[config.mk]
export PLATFORM = sky130hd
export DESIGN_NAME = double_ended_queue
export DESIGN_NICKNAME = d
export VERILOG_FILES = /design/src/deq_pkg.sv /design/src/deq_ram.sv /design/src/deq_front.sv /design/src/deq_back.sv /design/src/double_ended_queue.sv
export SDC_FILE = /design/constraint.sdc
export NUM_CORES = 1
export LEC_CHECK = 0
export BUFFER_PORTS_ARGS = -buffer_cell sky130_fd_sc_hd__clkbuf_2
export CORE_ASPECT_RATIO = 1.2
export CORE_MARGIN = 2
export CORE_UTILIZATION = 59
export DETAILED_ROUTE_END_ITERATION = 8
export PLACE_DENSITY = 0.77
export SYNTH_ARGS = -nofsm -noshare
export SYNTH_HDL_FRONTEND = slang
export SYNTH_SLANG_ARGS = --single-unit
[constraint.sdc]
create_clock -name clock -period 7.45 [get_ports clock]
set_input_delay 0.745 -clock clock [delete_from_list [all_inputs] [get_ports clock]]
set_output_delay 0.745 -clock clock [all_outputs]
set_load 0.02 [all_outputs]
[src/deq_pkg.sv]
// Shared types and codes for the double-ended queue.
package deq_pkg;

   localparam int WORD_W   = 32;
   localparam int OP_W     = 2;
   localparam int STATUS_W = 2;
   localparam int COUNT_W  = 5;

   // Operation codes
   localparam logic [OP_W-1:0] OP_INS_FRONT = 2'd0;
   localparam logic [OP_W-1:0] OP_INS_BACK  = 2'd1;
   localparam logic [OP_W-1:0] OP_REM_FRONT = 2'd2;
   localparam logic [OP_W-1:0] OP_REM_BACK  = 2'd3;

   // Status codes
   localparam logic [STATUS_W-1:0] ST_DONE  = 2'd0;
   localparam logic [STATUS_W-1:0] ST_FULL  = 2'd1;
   localparam logic [STATUS_W-1:0] ST_EMPTY = 2'd2;

   typedef struct packed {
      logic [OP_W-1:0]          op;
      logic signed [WORD_W-1:0] value;
   } req_type;

   typedef struct packed {
      logic [STATUS_W-1:0]      status;
      logic [COUNT_W-1:0]       count;
      logic signed [WORD_W-1:0] front_value;
      logic signed [WORD_W-1:0] back_value;
   } rsp_type;

   // Classified item passed from front part to back part
   typedef struct packed {
      logic                     insert;
      logic                     at_front;
      logic signed [WORD_W-1:0] value;
   } cmd_type;

   typedef enum logic {
      BK_IDLE,
      BK_READ
   } back_state_type;

endpackage

[src/deq_ram.sv]
// Generic single-write, single-read RAM with registered read data.
module deq_ram #(
   parameter int WIDTH = 32,
   parameter int DEPTH = 16
) (
   input  logic                     clock,
   input  logic                     wr_en,
   input  logic [$clog2(DEPTH)-1:0] wr_addr,
   input  logic [WIDTH-1:0]         wr_data,
   input  logic                     rd_en,
   input  logic [$clog2(DEPTH)-1:0] rd_addr,
   output logic [WIDTH-1:0]         rd_data
);

   logic [WIDTH-1:0] mem_ff [DEPTH];
   logic [WIDTH-1:0] rd_data_ff;

   always_ff @(posedge clock) begin
      if (wr_en) begin
         mem_ff[wr_addr] <= wr_data;
      end
      if (rd_en) begin
         rd_data_ff <= mem_ff[rd_addr];
      end
   end

   assign rd_data = rd_data_ff;

endmodule

[src/deq_front.sv]
// Front part: accepts items, classifies the operation, queues them for the back part.
module deq_front (
   input  logic              clock,
   input  logic              reset,
   input  logic              req_valid,
   output logic              req_stall,
   input  deq_pkg::req_type  req_data,
   output logic              cmd_valid,
   output deq_pkg::cmd_type  cmd,
   input  logic              cmd_pop
);

   deq_pkg::cmd_type q_ff [2];
   logic             wr_ptr_ff, wr_ptr_in;
   logic             rd_ptr_ff, rd_ptr_in;
   logic [1:0]       cnt_ff, cnt_in;
   logic             push;
   deq_pkg::cmd_type cls;

   // Classify the incoming operation
   always_comb begin
      cls.insert   = (req_data.op == deq_pkg::OP_INS_FRONT) ||
                     (req_data.op == deq_pkg::OP_INS_BACK);
      cls.at_front = (req_data.op == deq_pkg::OP_INS_FRONT) ||
                     (req_data.op == deq_pkg::OP_REM_FRONT);
      cls.value    = req_data.value;
   end

   assign req_stall = (cnt_ff == 2'd2);
   assign push      = req_valid && !req_stall;
   assign cmd_valid = (cnt_ff != 2'd0);
   assign cmd       = q_ff[rd_ptr_ff];

   // Queue pointers and fill
   always_comb begin
      wr_ptr_in = push ? !wr_ptr_ff : wr_ptr_ff;
      rd_ptr_in = cmd_pop ? !rd_ptr_ff : rd_ptr_ff;
      cnt_in    = cnt_ff + {1'b0, push} - {1'b0, cmd_pop};
   end

   always_ff @(posedge clock) begin
      if (reset) begin
         wr_ptr_ff <= 1'b0;
         rd_ptr_ff <= 1'b0;
         cnt_ff    <= 2'd0;
      end else begin
         wr_ptr_ff <= wr_ptr_in;
         rd_ptr_ff <= rd_ptr_in;
         cnt_ff    <= cnt_in;
      end
   end

   // Queue storage, no reset needed
   always_ff @(posedge clock) begin
      if (push) begin
         q_ff[wr_ptr_ff] <= cls;
      end
   end

endmodule

[src/deq_back.sv]
// Back part: ring buffer engine that carries out each operation and forms its result.
module deq_back #(
   parameter int DEPTH = 16
) (
   input  logic              clock,
   input  logic              reset,
   input  logic              cmd_valid,
   input  deq_pkg::cmd_type  cmd,
   output logic              cmd_pop,
   input  logic              slot_free,
   output logic              res_valid,
   output deq_pkg::rsp_type  res
);

   localparam int IDX_W = $clog2(DEPTH);
   localparam int CNT_W = $clog2(DEPTH + 1);
   localparam logic [IDX_W-1:0] IDX_LAST = IDX_W'(DEPTH - 1);
   localparam logic [CNT_W-1:0] CNT_FULL = CNT_W'(DEPTH);

   deq_pkg::back_state_type state_ff, state_in;

   logic [IDX_W-1:0] front_idx_ff, front_idx_in;
   logic [IDX_W-1:0] back_idx_ff, back_idx_in;
   logic [CNT_W-1:0] count_ff, count_in;
   logic             side_ff, side_in;
   logic signed [deq_pkg::WORD_W-1:0] front_val_ff, front_val_in;
   logic signed [deq_pkg::WORD_W-1:0] back_val_ff, back_val_in;

   logic             take;
   logic             empty;
   logic             full;
   logic             needs_read;
   logic [IDX_W-1:0] front_next, front_prev, back_next, back_prev;

   logic                       wr_en;
   logic [IDX_W-1:0]           wr_addr;
   logic                       rd_en;
   logic [IDX_W-1:0]           rd_addr;
   logic [deq_pkg::WORD_W-1:0] rd_data;

   deq_ram #(
      .WIDTH (deq_pkg::WORD_W),
      .DEPTH (DEPTH)
   ) u_ram (
      .clock   (clock),
      .wr_en   (wr_en),
      .wr_addr (wr_addr),
      .wr_data (cmd.value),
      .rd_en   (rd_en),
      .rd_addr (rd_addr),
      .rd_data (rd_data)
   );

   // Ring index neighbors
   always_comb begin
      front_next = (front_idx_ff == IDX_LAST) ? '0 : front_idx_ff + IDX_W'(1);
      front_prev = (front_idx_ff == '0) ? IDX_LAST : front_idx_ff - IDX_W'(1);
      back_next  = (back_idx_ff == IDX_LAST) ? '0 : back_idx_ff + IDX_W'(1);
      back_prev  = (back_idx_ff == '0) ? IDX_LAST : back_idx_ff - IDX_W'(1);
   end

   assign empty      = (count_ff == '0);
   assign full       = (count_ff == CNT_FULL);
   assign take       = (state_ff == deq_pkg::BK_IDLE) && cmd_valid && slot_free;
   assign needs_read = !cmd.insert && (count_ff > CNT_W'(1));

   // Next state
   always_comb begin
      state_in = state_ff;
      unique case (state_ff)
         deq_pkg::BK_IDLE: begin
            if (take && needs_read) begin
               state_in = deq_pkg::BK_READ;
            end
         end
         deq_pkg::BK_READ: begin
            state_in = deq_pkg::BK_IDLE;
         end
         default: begin
            state_in = deq_pkg::BK_IDLE;
         end
      endcase
   end

   // Datapath and outputs
   always_comb begin
      front_idx_in = front_idx_ff;
      back_idx_in  = back_idx_ff;
      count_in     = count_ff;
      side_in      = side_ff;
      front_val_in = front_val_ff;
      back_val_in  = back_val_ff;
      wr_en        = 1'b0;
      wr_addr      = front_idx_ff;
      rd_en        = 1'b0;
      rd_addr      = front_next;
      cmd_pop      = 1'b0;
      res_valid    = 1'b0;
      res.status   = deq_pkg::ST_DONE;
      unique case (state_ff)
         deq_pkg::BK_IDLE: begin
            if (take) begin
               cmd_pop = 1'b1;
               if (cmd.insert) begin
                  res_valid = 1'b1;
                  if (full) begin
                     res.status = deq_pkg::ST_FULL;
                  end else begin
                     count_in = count_ff + CNT_W'(1);
                     wr_en    = 1'b1;
                     priority if (empty) begin
                        back_idx_in  = front_idx_ff;
                        wr_addr      = front_idx_ff;
                        front_val_in = cmd.value;
                        back_val_in  = cmd.value;
                     end else if (cmd.at_front) begin
                        front_idx_in = front_prev;
                        wr_addr      = front_prev;
                        front_val_in = cmd.value;
                     end else begin
                        back_idx_in = back_next;
                        wr_addr     = back_next;
                        back_val_in = cmd.value;
                     end
                  end
               end else if (empty) begin
                  res_valid  = 1'b1;
                  res.status = deq_pkg::ST_EMPTY;
               end else if (!needs_read) begin
                  // last entry leaves
                  res_valid = 1'b1;
                  count_in  = count_ff - CNT_W'(1);
               end else begin
                  // fetch the entry that becomes the new end
                  count_in = count_ff - CNT_W'(1);
                  side_in  = cmd.at_front;
                  rd_en    = 1'b1;
                  if (cmd.at_front) begin
                     front_idx_in = front_next;
                     rd_addr      = front_next;
                  end else begin
                     back_idx_in = back_prev;
                     rd_addr     = back_prev;
                  end
               end
            end
         end
         deq_pkg::BK_READ: begin
            res_valid = 1'b1;
            if (side_ff) begin
               front_val_in = rd_data;
            end else begin
               back_val_in = rd_data;
            end
         end
         default: begin
            res_valid = 1'b0;
         end
      endcase
      res.count       = deq_pkg::COUNT_W'(count_in);
      res.front_value = (count_in == '0) ? '0 : front_val_in;
      res.back_value  = (count_in == '0) ? '0 : back_val_in;
   end

   always_ff @(posedge clock) begin
      if (reset) begin
         state_ff     <= deq_pkg::BK_IDLE;
         front_idx_ff <= '0;
         back_idx_ff  <= '0;
         count_ff     <= '0;
      end else begin
         state_ff     <= state_in;
         front_idx_ff <= front_idx_in;
         back_idx_ff  <= back_idx_in;
         count_ff     <= count_in;
      end
   end

   // Cached end values and pending side, no reset needed
   always_ff @(posedge clock) begin
      side_ff      <= side_in;
      front_val_ff <= front_val_in;
      back_val_ff  <= back_val_in;
   end

   // Checks
   a_count_bound: assert property (@(posedge clock) disable iff (reset)
      count_ff <= CNT_FULL)
      else $error("entry count exceeds depth");

   a_read_one_cycle: assert property (@(posedge clock) disable iff (reset)
      (state_ff == deq_pkg::BK_READ) |=> (state_ff == deq_pkg::BK_IDLE))
      else $error("read state held longer than one cycle");

   a_slot_free: assert property (@(posedge clock) disable iff (reset)
      res_valid |-> slot_free)
      else $error("result produced while output slot busy");

   a_empty_remove: assert property (@(posedge clock) disable iff (reset)
      (cmd_pop && !cmd.insert && empty) |-> (res.status == deq_pkg::ST_EMPTY))
      else $error("remove on empty deque not flagged");

endmodule

[src/double_ended_queue.sv]
// An insert, or a remove that empties or finds the deque empty, passes the front queue and the
// output register to rsp_; a remove that leaves entries also passes BK_READ to read the new end.
// Throughput: one item per cycle while rsp_stall is low, except while BK_READ holds the engine.
// A 2-entry queue between the front and back parts lets the input and output stall apart.
// Reset (synchronous, active high) empties the deque and queues; RAM contents are not cleared.
module double_ended_queue #(
   parameter int DEPTH = 16
) (
   input  logic             clock,
   input  logic             reset,
   input  logic             req_valid,
   output logic             req_stall,
   input  deq_pkg::req_type req_data,
   output logic             rsp_valid,
   input  logic             rsp_stall,
   output deq_pkg::rsp_type rsp_data
);

   logic             cmd_valid;
   deq_pkg::cmd_type cmd;
   logic             cmd_pop;
   logic             slot_free;
   logic             res_valid;
   deq_pkg::rsp_type res;

   logic             rsp_valid_ff, rsp_valid_in;
   deq_pkg::rsp_type rsp_ff;

   deq_front u_front (
      .clock     (clock),
      .reset     (reset),
      .req_valid (req_valid),
      .req_stall (req_stall),
      .req_data  (req_data),
      .cmd_valid (cmd_valid),
      .cmd       (cmd),
      .cmd_pop   (cmd_pop)
   );

   deq_back #(
      .DEPTH (DEPTH)
   ) u_back (
      .clock     (clock),
      .reset     (reset),
      .cmd_valid (cmd_valid),
      .cmd       (cmd),
      .cmd_pop   (cmd_pop),
      .slot_free (slot_free),
      .res_valid (res_valid),
      .res       (res)
   );

   // Output register
   assign slot_free = !rsp_valid_ff || !rsp_stall;

   always_comb begin
      rsp_valid_in = rsp_valid_ff;
      if (res_valid) begin
         rsp_valid_in = 1'b1;
      end else if (!rsp_stall) begin
         rsp_valid_in = 1'b0;
      end
   end

   always_ff @(posedge clock) begin
      if (reset) begin
         rsp_valid_ff <= 1'b0;
      end else begin
         rsp_valid_ff <= rsp_valid_in;
      end
   end

   always_ff @(posedge clock) begin
      if (res_valid) begin
         rsp_ff <= res;
      end
   end

   assign rsp_valid = rsp_valid_ff;
   assign rsp_data  = rsp_ff;

endmodule
==> results of run 1 <==
==> final cells by class <==
class / count / share of cell area [%]
clock buffers: 96 / 5.46
clock inverters: 33 / 0.931
inverters: 21 / 0.224
multi-input cells: 1119 / 25.4
flip-flops and latches: 768 / 63.1
well taps: 712 / 2.53
repair buffers: 144 / 2.29
==> power by group through the flow <==
stage | clock network [mW] | logic (mW) | registers [mW]
floorplan | 0 | 2.50 | 6.39
global placement | 0 | 3.85 | 6.15
detailed placement | 0 | 3.97 | 6.18
CTS | 3.57 | 4.00 | 6.10
global route | 3.74 | 4.33 | 6.16
finish | 3.53 | 4.01 | 6.10
==> synthesized netlist by cell type, types with 3 or more instances <==
master | count | area (sq um)
and2_1 | 65 | 407
dfxtp_1 | 84 | 1680
o21bai_1 | 3 | 22.5
nand3_1 | 38 | 190
o21ai_0 | 103 | 515
a21oi_1 | 16 | 80.1
nand2_1 | 93 | 349
nand4_1 | 8 | 50.1
xor2_1 | 4 | 35.0
ha_1 | 10 | 125
a211o_1 | 13 | 114
a21boi_0 | 27 | 203
nand2b_1 | 3 | 18.8
a211oi_1 | 36 | 270
a22oi_1 | 3 | 22.5
a2111o_1 | 26 | 293
buf_4 | 3 | 22.5
edfxtp_1 | 684 | 20500
buf_2 | 26 | 130
and3_1 | 98 | 613
buf_1 | 7 | 26.3
xnor2_1 | 7 | 61.3
mux2_2 | 164 | 1850
o31a_1 | 7 | 61.3
inv_1 | 19 | 71.3
a22o_1 | 3 | 26.3
a21boi_1 | 6 | 45.0
o31ai_1 | 29 | 218
o221ai_1 | 34 | 298
clkbuf_1 | 82 | 308
mux2i_1 | 228 | 2280
nor2b_1 | 4 | 25.0
nor2_1 | 53 | 199
nor3_1 | 4 | 20.0
buf_6 | 12 | 135
==> worst register-to-register path, stage by stage, from the launching register on <==
cell and delay [ns]:
dfxtp_2 0.93, mux2_4 0.47, a211oi_4 0.56, nand3_4 0.60, nand2_8 1.00, mux2i_1 0.35
a2111o_1 0.47, o221ai_1 0.09
==> state kept, by name, indices dropped and copies added, names as in the netlist, 2 cells and up, named ones only <==
register / count
u_back.count_ff: 5
u_back.front_val_ff: 32
u_front.cnt_ff: 2
rsp_data: 71
u_back.front_idx_ff: 4
u_back.back_idx_ff: 4
u_front.q_ff: 68
u_back.u_ram.mem_ff: 512
u_back.back_val_ff: 32
u_back.u_ram.rd_data: 32
==> metal layers <==
metal,GRT usage (%),vias to the layer above
li1,-,8075
met1,35.4,9107
met2,43.6,924
met3,4.76,146
met4,9.85,0
met5,0,-
==> how the worst min path moves through the flow <==
stage,from,to,slack (ns),depth (start not counted)
after CTS,req_data[26],u_front.q_ff[0][26],0.29,1
after floorplan,u_front.rd_ptr_ff,flip-flop,0.48,2
after detailed placement,u_front.rd_ptr_ff,u_front.rd_ptr_ff,0.51,2
after global routing,req_data[21],u_front.q_ff[1][21],0.30,1
after global placement,u_front.rd_ptr_ff,u_front.rd_ptr_ff,0.50,2
final,req_data[26],u_front.q_ff[0][26],0.31,1
==> cells in the final DEF (no fill, tap or decap), drive strengths merged, types with 3 or more instances in the layout <==
cell,instances
o21ai,105
inv,23
o31ai,29
nand3,39
mux2,166
clkinv,26
a21oi,17
a211oi,37
o31a,7
a21boi,33
and3,98
bufinv,4
xor2,4
nand2,95
edfxtp,684
o221ai,34
a211o,13
nand2b,3
nor2,53
a2111o,26
clkbuf,206
dfxtp,84
a22oi,3
and2,65
ha,10
a22o,3
mux2i,229
buf,34
nand4,8
xnor2,7
nor2b,4
o21bai,3
nor3,6
==> logic make-up after synthesis <==
kind of cell / count (synthesis) / share of synthesized area [%]
flops: 768 / 70.2
mux: 395 / 13.2
simple gates: 377 / 6.26
compound gates: 326 / 7.43
buf+inv: 151 / 2.21
xor+xnor: 11 / 0.304
fa+ha+maj: 10 / 0.395
==> out/metrics.yaml, run 1 <==
timing.critical_path.arrival_ns: 5.07
worst_slew_pin_slew_ns: 1.24
max-vdd-ir-drop_uv: 266
grt_antenna_before_repair: 0
power.net_switching_mw: 4.49
total_of_fill_cells_in_the_finished_design: 3626
synthesis.nets: 2086
timing.reg2reg.setup_slack_ns: 2.79
drcViolationCount: 1
numCtsBuffers: 70
io_buffers: 110
postSynth.asyncResetShare_pct: 0
setup_violations: 0
instances_no_fill: 2893
stdcell_area_sq_um: 35200
power_frac_seq_pct: 44.7
starting_density_pct: 59.3
routed_wire_length_per_instance_um: 25.3
dp_slack_ns: 2.78
final_core_utilization_pct: 65.9
worst_slack_ns: 2.79
syn-mean-instance-area_sq_um: 15.5
clk_latency_ns: 0.64
last_weighted_congestion_value_of_the_routability_driven_placer: 0.823
startpoint_type: "flip-flop"
final.setup.tns_ns: 0
dpl.cell_count: 2764
dominantRegCellSynth: "edfxtp_1"
reg2regPathDepth: 7
clockRootBuffer: "clkbuf_16"
floorplan.rows: 93
worstReg2RegEnd: "u_back.u_ram.rd_data[19]"
antenna_cells: 0
cp_cell_instances: "mux2_4, a211oi_4, nand3_4, nand2_8, mux2i_1, a2111o_1, o221ai_1"
detail_route.first_pass.iterations: 8
drt_first_iter_violations: 2055
cp_top_family: "simple AND/OR/NAND/NOR gates"
synth_warnings: 0
floorplan.core_area_sq_um: 53400
ff_latch_area_sq_um: 22200
all_layer_gr_usage_pct: 26.4
critPathCaptureType: "flip-flop"
share_of_post_route_cells_with_drive_strength_above_1_pct: 20.8
num-nets-final: 2172
violations: "DRC"
first_global_vias: 18300
number_of_setup_buffers_added_after_cts: 0
place_area_sq_um: 33000
route.vias.total: 18300
met3_length_um: 6820
max_fclk_mhz: 214
seq_area_frac_synth_pct: 70.2
crit_path_depth: 7
globalRouteOverflowTotal: 0
proportion_of_total_power_due_to_net_switching_pct: 32.9
synth_enable_flop_cells: 684
period_needed_ns: 4.66
area.growth.synth_to_final_pct: 11.2
clock_tree_from_tritoncts: "yes"
die_h_um: 258
postSynthCellCount: 2038
outcome: "finished with violations"
min_period_over_period_pct: 62.6
largest_net_degree_at_the_start_of_global_routing: 134
synth_area_sq_um: 31700
yosysUniqueCellTypes: 63
detailed_route_vias_per_instance: 6.31
cts.clk_slew.worst_paths_ns: 0.07
critical_path.max_stage_delay_ns: 0.99
synth-seq-cells: 768
design.die.area_sq_um: 55500
routed-wl-met2_um: 35600
dp_hpwl_um: 41000
combPwrFrac_pct: 29.4
fin_skew_ns: 0.0321
hold_slack_ns: 0.308
topRoutingLayerUsed: "met4"
cp_class: "reg -> reg"
ctsHoldBuffers: 0
multi_input_comb_area_sq_um: 8960
critPathMaxFanout: 133
min-delay-path-class: "in -> reg"
wire_length_of_the_first_global_routing_pass_um: 110000
die_width_um: 215
timing.critical_path.slowest_stage_cell: "nand2_8"
clock_path_buffers: 3
drtAntennaViolNets: 0
power.density_cell_area_nw_per_um2: 387
cts.htree.levels: 3
total_leakage_power_nw: 12.0
report.power.total_mw: 13.6
resize_count_post_cts: 0
clock_sink_count: 768
cellInternalPower_mw: 9.15
timing.critical_path.required_ns: 7.86
final-max-slew-violation-count: 0
crit_end: "u_back.u_ram.rd_data[19]"
critical_path.n_buffers_inverters: 0
hold_viol: 0
slew-limit-headroom_pct: 17.5
boundaryPins: 111
setup_repair_after_global_routing_missed_its_margin: "false"
maxCapViolCount: 0
clockPowerShare_pct: 25.9
met1_length_um: 28700
drt_wl_total_um: 73200
Note: power is estimated with default switching activity, not from simulation.
==> inputs of run 2 (changes only) <==
--- a/config.mk
+++ b/config.mk
@@ -8,7 +8,7 @@
 export BUFFER_PORTS_ARGS = -buffer_cell sky130_fd_sc_hd__clkbuf_2
 export CORE_ASPECT_RATIO = 1.2
 export CORE_MARGIN = 2
-export CORE_UTILIZATION = 59
+export CORE_UTILIZATION = 56
 export DETAILED_ROUTE_END_ITERATION = 8
 export PLACE_DENSITY = 0.77
 export SYNTH_ARGS = -nofsm -noshare
==> constraint.sdc (replaced) <==
create_clock -name clock -period 3.75 [get_ports clock]
set_input_delay 0.375 -clock clock [delete_from_list [all_inputs] [get_ports clock]]
set_output_delay 0.375 -clock clock [all_outputs]
set_load 0.02 [all_outputs]
==> run 2 against run 1 <==
Net effect:
- the run now ends clean
- critical path depth grew 3
- die area grew 5.3%
- maximum frequency grew 33%
- via count grew 0.18%
- sequential share of layout area shrank 1.7 points
- wire length shrank 4.2%
- worst hold slack lost 0.29 ns
- largest cell class unchanged
==> out/metrics.yaml, run 2 (same netlist as run 1, synthesis figures left out) <==
die_h_um: 264  # +2.6%
globalRouteOverflowTotal: 0  # unchanged
report.power.total_mw: 27.2  # +100%
cts.htree.levels: 3  # unchanged
drt_wl_total_um: 70100  # -4.2%
worst_slack_ns: 0.235  # -2.55 ns
drcViolationCount: 0  # -1
die_width_um: 221  # +2.6%
ff_latch_area_sq_um: 22200  # unchanged
largest-register: "u_back.u_ram.mem_ff"
num-nets-final: 2234  # +2.9%
final.setup.tns_ns: 0  # unchanged
cp_cell_instances: "inv_1, ha_1, o21bai_1, a211oi_4, nand2_2, mux2_4, buf_4, o31ai_1, a2111o_1, o221ai_1"
drtAntennaViolNets: 0  # unchanged
min_period_over_period_pct: 93.7  # +31 points
fin_skew_ns: 0.0224  # -0.00968 ns
clock_path_buffers: 3  # unchanged
slew-limit-headroom_pct: 31.4  # +14 points
resize_count_post_cts: 0  # unchanged
dp_hpwl_um: 40500  # -1.1%
timing.critical_path.arrival_ns: 3.94  # -1.13 ns
drt_first_iter_violations: 2107  # +2.5%
total_of_fill_cells_in_the_finished_design: 3766  # +3.9%
routed_wire_length_per_instance_um: 23.6  # -6.6%
outcome: "finished clean"
area.growth.synth_to_final_pct: 14.2
most-common-layout-cells: "edfxtp_1 (684), mux2i_1 (227), mux2_2 (164)"
min-delay-path-class: "in -> reg"
cts.clk_slew.worst_paths_ns: 0.06  # about the same
most_common_library_cell_in_the_layout_ignoring_fill_and_taps: "edfxtp_1"
max-vdd-ir-drop_uv: 554  # +110%
largest_register_ffs: 512  # unchanged
min-delay-start: "req_data[33]"
worst_r2r_startpoint: "u_back.count_ff[1]"
grt_antenna_before_repair: 0  # unchanged
timing.critical_path.required_ns: 4.18  # -3.68 ns
stdcell_area_sq_um: 36200  # +2.7%
numCtsBuffers: 70  # unchanged
setup_violations: 0  # unchanged
clock_sink_count: 768  # unchanged
io_buffers: 110  # unchanged
multi_input_comb_area_sq_um: 8920  # -0.41%
hold_viol: 0  # unchanged
startpoint_type: "flip-flop"
clock_tree_from_tritoncts: "yes"
period_needed_ns: 3.51  # -1.15 ns
cp_class: "reg -> reg"
max_fclk_mhz: 285  # +33%
design.die.area_sq_um: 58500  # +5.3%
total_leakage_power_nw: 12.4  # +3.4%
first_global_vias: 18300  # +0.33%
final-max-slew-violation-count: 0  # unchanged
critPathMaxFanout: 20  # -85%
maxCapViolCount: 0  # unchanged
all_layer_gr_usage_pct: 23.9  # -2.5 points
power.density_cell_area_nw_per_um2: 753  # +94%
critPathCaptureType: "flip-flop"
floorplan.rows: 95  # +2.2%
setup_repair_after_global_routing_missed_its_margin: "false"
place_area_sq_um: 33500  # +1.6%
last_weighted_congestion_value_of_the_routability_driven_placer: 0.848  # +3.0%
timing.critical_path.slowest_stage_cell: "a211oi_4"
detailed_route_vias_per_instance: 6.16  # -2.4%
worst_slew_pin_slew_ns: 1.03  # -0.208 ns
share_of_post_route_cells_with_drive_strength_above_1_pct: 21.8  # +0.99 points
starting_density_pct: 56.6  # -2.7 points
antenna_cells: 0  # unchanged
critical_path.max_stage_delay_ns: 0.56  # -0.43 ns
cp-startpoint: "u_back.count_ff[1]"
largest_net_degree_at_the_start_of_global_routing: 135  # +0.75%
detail_route.first_pass.iterations: 5  # -3
clk_latency_ns: 0.62  # -0.02 ns
floorplan.core_area_sq_um: 56000  # +4.8%
route.vias.total: 18300  # +0.18%
wire_length_of_the_first_global_routing_pass_um: 108000  # -2.0%
boundaryPins: 111  # unchanged
dp_slack_ns: 0.135  # -2.64 ns
clockRootBuffer: "clkbuf_16"
run 2: final timing paths:
check | cells past startpoint | slack [ns] | endpoint
setup / recovery | 10 | 0.24 | u_back.u_ram.rd_data[29]
hold / removal | 2 | 0.02 | u_front.q_ff[1][33]
setup reg to reg | 10 | 0.24 | u_back.u_ram.rd_data[29]
hold reg to reg | 2 | 0.54 | flip-flop
run 2: what timing repair did:
| action | CTS | global route |
|---|---|---|
| hold endpoints to repair | 64 | 0 |
| buffers inserted | 0 | 3 |
| setup endpoints to repair | 0 | 20 |
| hold buffers | 32 | 0 |
run 2: cell type report:
type                            count  area share, %
Sequential cell                   768           61.5
Multi-Input combinational cell   1119           24.7
Clock buffer                       84           5.22
Timing Repair Buffer              206           4.74
Tap cell                          727           2.51
Clock inverter                     45           1.20
Inverter                           21          0.218
run 2: per-stage QoR:
| step | utilization [%] | cells | hold slack, ns |
|---|---|---|---|
| 6_report | 64.6 | 2970 | 0.0227 |
| 5_1_grt | 64.6 | 2970 | 0.0175 |
| 4_1_cts | 64.5 | 2967 | 0.00743 |
| 3_5_place_dp | 59.8 | 2806 | 0.522 |
| 3_3_place_gp | 59.8 | 2806 | 0.495 |
| 2_1_floorplan | - | 2038 | 0.474 |
run 2: metal layers:
metal | vias to the layer above | global-route usage [%] | share of wire, %
met3 | 124 | 3.52 | 8.2
met1 | 9082 | 32.6 | 41
li1 | 8209 | - | -
met5 | - | 0 | 0
met2 | 869 | 39.6 | 49
met4 | 0 | 8.38 | 2.4
run 2: worst max-delay path: cells and delay by family (launching register included):
family | cells | cell delay, ns
adders and majority gates | 1 | 0.19
buffers and inverters | 2 | 0.45
muxes | 1 | 0.49
and+or+nand+nor | 1 | 0.25
DFF | 1 | 0.44
AOI/OAI and AO/OA | 5 | 1.49
run 2: power breakdown:
| group | internal, mW | total [mW] | switching (mW) |
|---|---|---|---|
| logic | 2.97 | 8.01 | 5.04 |
| registers | 11.5 | 12.0 | 0.509 |
| clock network | 4.11 | 7.17 | 3.07 |
| total | 18.6 | 27.2 | 8.61 |
==> inputs of run 3 (changes only) <==
--- a/config.mk
+++ b/config.mk
@@ -8,7 +8,7 @@
 export BUFFER_PORTS_ARGS = -buffer_cell sky130_fd_sc_hd__clkbuf_2
 export CORE_ASPECT_RATIO = 1.2
 export CORE_MARGIN = 2
-export CORE_UTILIZATION = 56
+export CORE_UTILIZATION = 59
 export DETAILED_ROUTE_END_ITERATION = 8
 export PLACE_DENSITY = 0.77
 export SYNTH_ARGS = -nofsm -noshare
==> constraint.sdc (replaced) <==
create_clock -name clock -period 3.77 [get_ports clock]
set_input_delay 0.377 -clock clock [delete_from_list [all_inputs] [get_ports clock]]
set_output_delay 0.377 -clock clock [all_outputs]
set_load 0.02 [all_outputs]
==> run 3 against run 2 <==
Net effect:
- sequential power barely moved
- register-to-register slack got worse by 0.08 ns
- final area barely moved
- wire length grew 0.73%
- sequential share of layout area barely moved
- count of clock-buffer cells in the layout is 19 higher
- via count increased by 0.92%
- die area down 5.0%
- clock power decreased by 1%
- core utilization up 3.1 points
- first-iteration DRC count shrank 14%
==> out/metrics.yaml, run 3 (same netlist as run 1, synthesis figures left out) <==
worstReg2RegEnd: "u_back.u_ram.rd_data[25]"
worst_slew_pin_slew_ns: 1.22  # +0.189 ns
timing.critical_path.required_ns: 4.14  # -0.04 ns
dpl.cell_count: 2794  # -0.43%
num-nets-final: 2236  # +0.090%
instances_no_fill: 2956  # -0.47%
cp_class: "reg -> reg"
boundaryPins: 111  # unchanged
final-max-slew-violation-count: 0  # unchanged
slew-limit-headroom_pct: 18.7  # -13 points
outcome: "finished clean"
crit_end: "u_back.u_ram.rd_data[25]"
power.density_cell_area_nw_per_um2: 747  # -0.72%
drt_first_iter_violations: 1817  # -14%
grt_antenna_before_repair: 0  # unchanged
floorplan.core_area_sq_um: 53400  # -4.6%
min_period_over_period_pct: 95.9  # +2.1 points
dp_slack_ns: 0.258  # +0.122 ns
design.die.area_sq_um: 55500  # -5.0%
critPathMaxFanout: 40  # +100%
drcViolationCount: 0  # unchanged
largest_net_degree_at_the_start_of_global_routing: 129  # -4.4%
fin_skew_ns: 0.0306  # +0.00820 ns
number_of_setup_buffers_added_after_cts: 0  # unchanged
clock_tree_from_tritoncts: "yes"
startpoint_type: "flip-flop"
largest_register_ffs: 512  # unchanged
die_h_um: 258  # -2.5%
report.power.total_mw: 27.0  # -0.78%
timing.critical_path.arrival_ns: 3.98  # +0.04 ns
worst_r2r_startpoint: "u_back.count_ff[1]"
setup_violations: 0  # unchanged
hold_viol: 0  # unchanged
ff_latch_area_sq_um: 22200  # unchanged
dp_hpwl_um: 42400  # +4.6%
drt_wl_total_um: 70600  # +0.73%
all_layer_gr_usage_pct: 25.5  # +1.6 points
numCtsBuffers: 71  # +1.4%
critPathCaptureType: "flip-flop"
routed_wire_length_per_instance_um: 23.9  # +1.2%
most_common_library_cell_in_the_layout_ignoring_fill_and_taps: "edfxtp_1"
multi_input_comb_area_sq_um: 8930  # +0.15%
reg2regPathDepth: 11  # +1
route.vias.total: 18500  # +0.92%
max-vdd-ir-drop_uv: 441  # -20%
most-common-layout-cells: "edfxtp_1 (684), mux2i_1 (227), mux2_2 (164)"
wire_length_of_the_first_global_routing_pass_um: 107000  # -0.16%
clockRootBuffer: "clkbuf_16"
globalRouteOverflowTotal: 0  # unchanged
clk_latency_ns: 0.62  # about the same
timing.reg2reg.setup_slack_ns: 0.16  # -0.08 ns
area.growth.synth_to_final_pct: 14.2  # about the same
final.setup.tns_ns: 0  # unchanged
detailed_route_vias_per_instance: 6.24  # +1.4%
worst_slack_ns: 0.155  # -0.0797 ns
largest-register: "u_back.u_ram.mem_ff"
floorplan.rows: 93  # -2.1%
setup_repair_after_global_routing_missed_its_margin: "false"
starting_density_pct: 59.3  # +2.7 points
cts.htree.levels: 3  # unchanged
period_needed_ns: 3.61  # +0.0997 ns
io_buffers: 110  # unchanged
clock_sink_count: 768  # unchanged
total_of_fill_cells_in_the_finished_design: 3517  # -6.6%
drtAntennaViolNets: 0  # unchanged
max_fclk_mhz: 277  # -2.8%
detail_route.first_pass.iterations: 5  # unchanged
total_leakage_power_nw: 12.4  # +0.11%
die_width_um: 215  # -2.5%
place_area_sq_um: 33500  # about the same
clock_path_buffers: 3  # unchanged
resize_count_post_cts: 0  # unchanged
stdcell_area_sq_um: 36100  # about the same
first_global_vias: 18300  # -0.027%
last_weighted_congestion_value_of_the_routability_driven_placer: 0.833  # -1.8%
cp-startpoint: "u_back.count_ff[1]"
cts.clk_slew.worst_paths_ns: 0.06  # about the same
maxCapViolCount: 0  # unchanged
min-delay-path-class: "in -> reg"
share_of_post_route_cells_with_drive_strength_above_1_pct: 21.3  # -0.49 points
==> run 3: cell count changes in the layout (fill, tap and decap cells not counted), moves of 4 or more <==
cell,change
clkbuf_8,+4
clkbuf_16,+6
bufinv_16,-5
clkbuf_1,+9
clkinv_2,-7
==> run 3: worst max-delay path: stages (launching register included) <==
cell      delay, ns
dfxtp_1        0.44
inv_1          0.12
ha_1           0.19
o21bai_1       0.22
a211oi_4       0.60
nand2_2        0.26
o21ai_4        0.22
buf_12         0.20
buf_12         0.28
mux2i_1        0.13
mux2_2         0.27
o221ai_1       0.37
==> run 3: how the worst min path moves through the flow <==
stage / from / end / slack [ns] / cells past startpoint
floorplan: req_data[0] / u_front.q_ff[0][0] / 0.48 / 0
global placement: u_front.rd_ptr_ff / u_front.rd_ptr_ff / 0.50 / 2
detailed placement: u_front.rd_ptr_ff / u_front.rd_ptr_ff / 0.51 / 2
CTS: req_data[33] / u_front.q_ff[1][33] / 0.005 / 2
global route: req_data[33] / u_front.q_ff[1][33] / 0.05 / 2
finish: req_data[33] / u_front.q_ff[1][33] / 0.02 / 2
==> run 3: report_power, final <==
group          leakage, nW  switching (mW)  total [mW]  internal [mW]
Combinational         4.37            5.02        7.97           2.94
Sequential            6.94           0.488        12.0           11.5
Clock                 1.13            3.02        7.08           4.06
Total                 12.4            8.53        27.0           18.5
==> run 3: final cells by class <==
cell class	count	share of cell area [%]
inverters	21	0.218
flip-flops and latches	768	61.5
well taps	712	2.46
repair buffers	207	4.73
multi-input cells	1119	24.7
diodes	1	0.00692
clock inverters	25	0.495
clock buffers	103	5.88
==> run 3: metal layers <==
metal  wire length, um  track usage, %
met5                 0               0
met4              2120            10.6
met3              6290            3.78
met2             34100            41.5
met1             28100            34.8
==> run 3: repair_timing <==
| item | 4_1_cts | 5_1_grt |
|---|---|---|
| setup endpoints to repair | 0 | 1 |
| endpoints found under the hold margin | 66 | 0 |
| hold buffers | 33 | 0 |
==> run 3: stage by stage <==
step                hold slack, ns  util (%)
floorplan                    0.476         -
global route                0.0457      67.7
finish                      0.0247      67.7
global placement             0.505      62.7
CTS                        0.00497      67.7
detailed placement           0.510      62.7
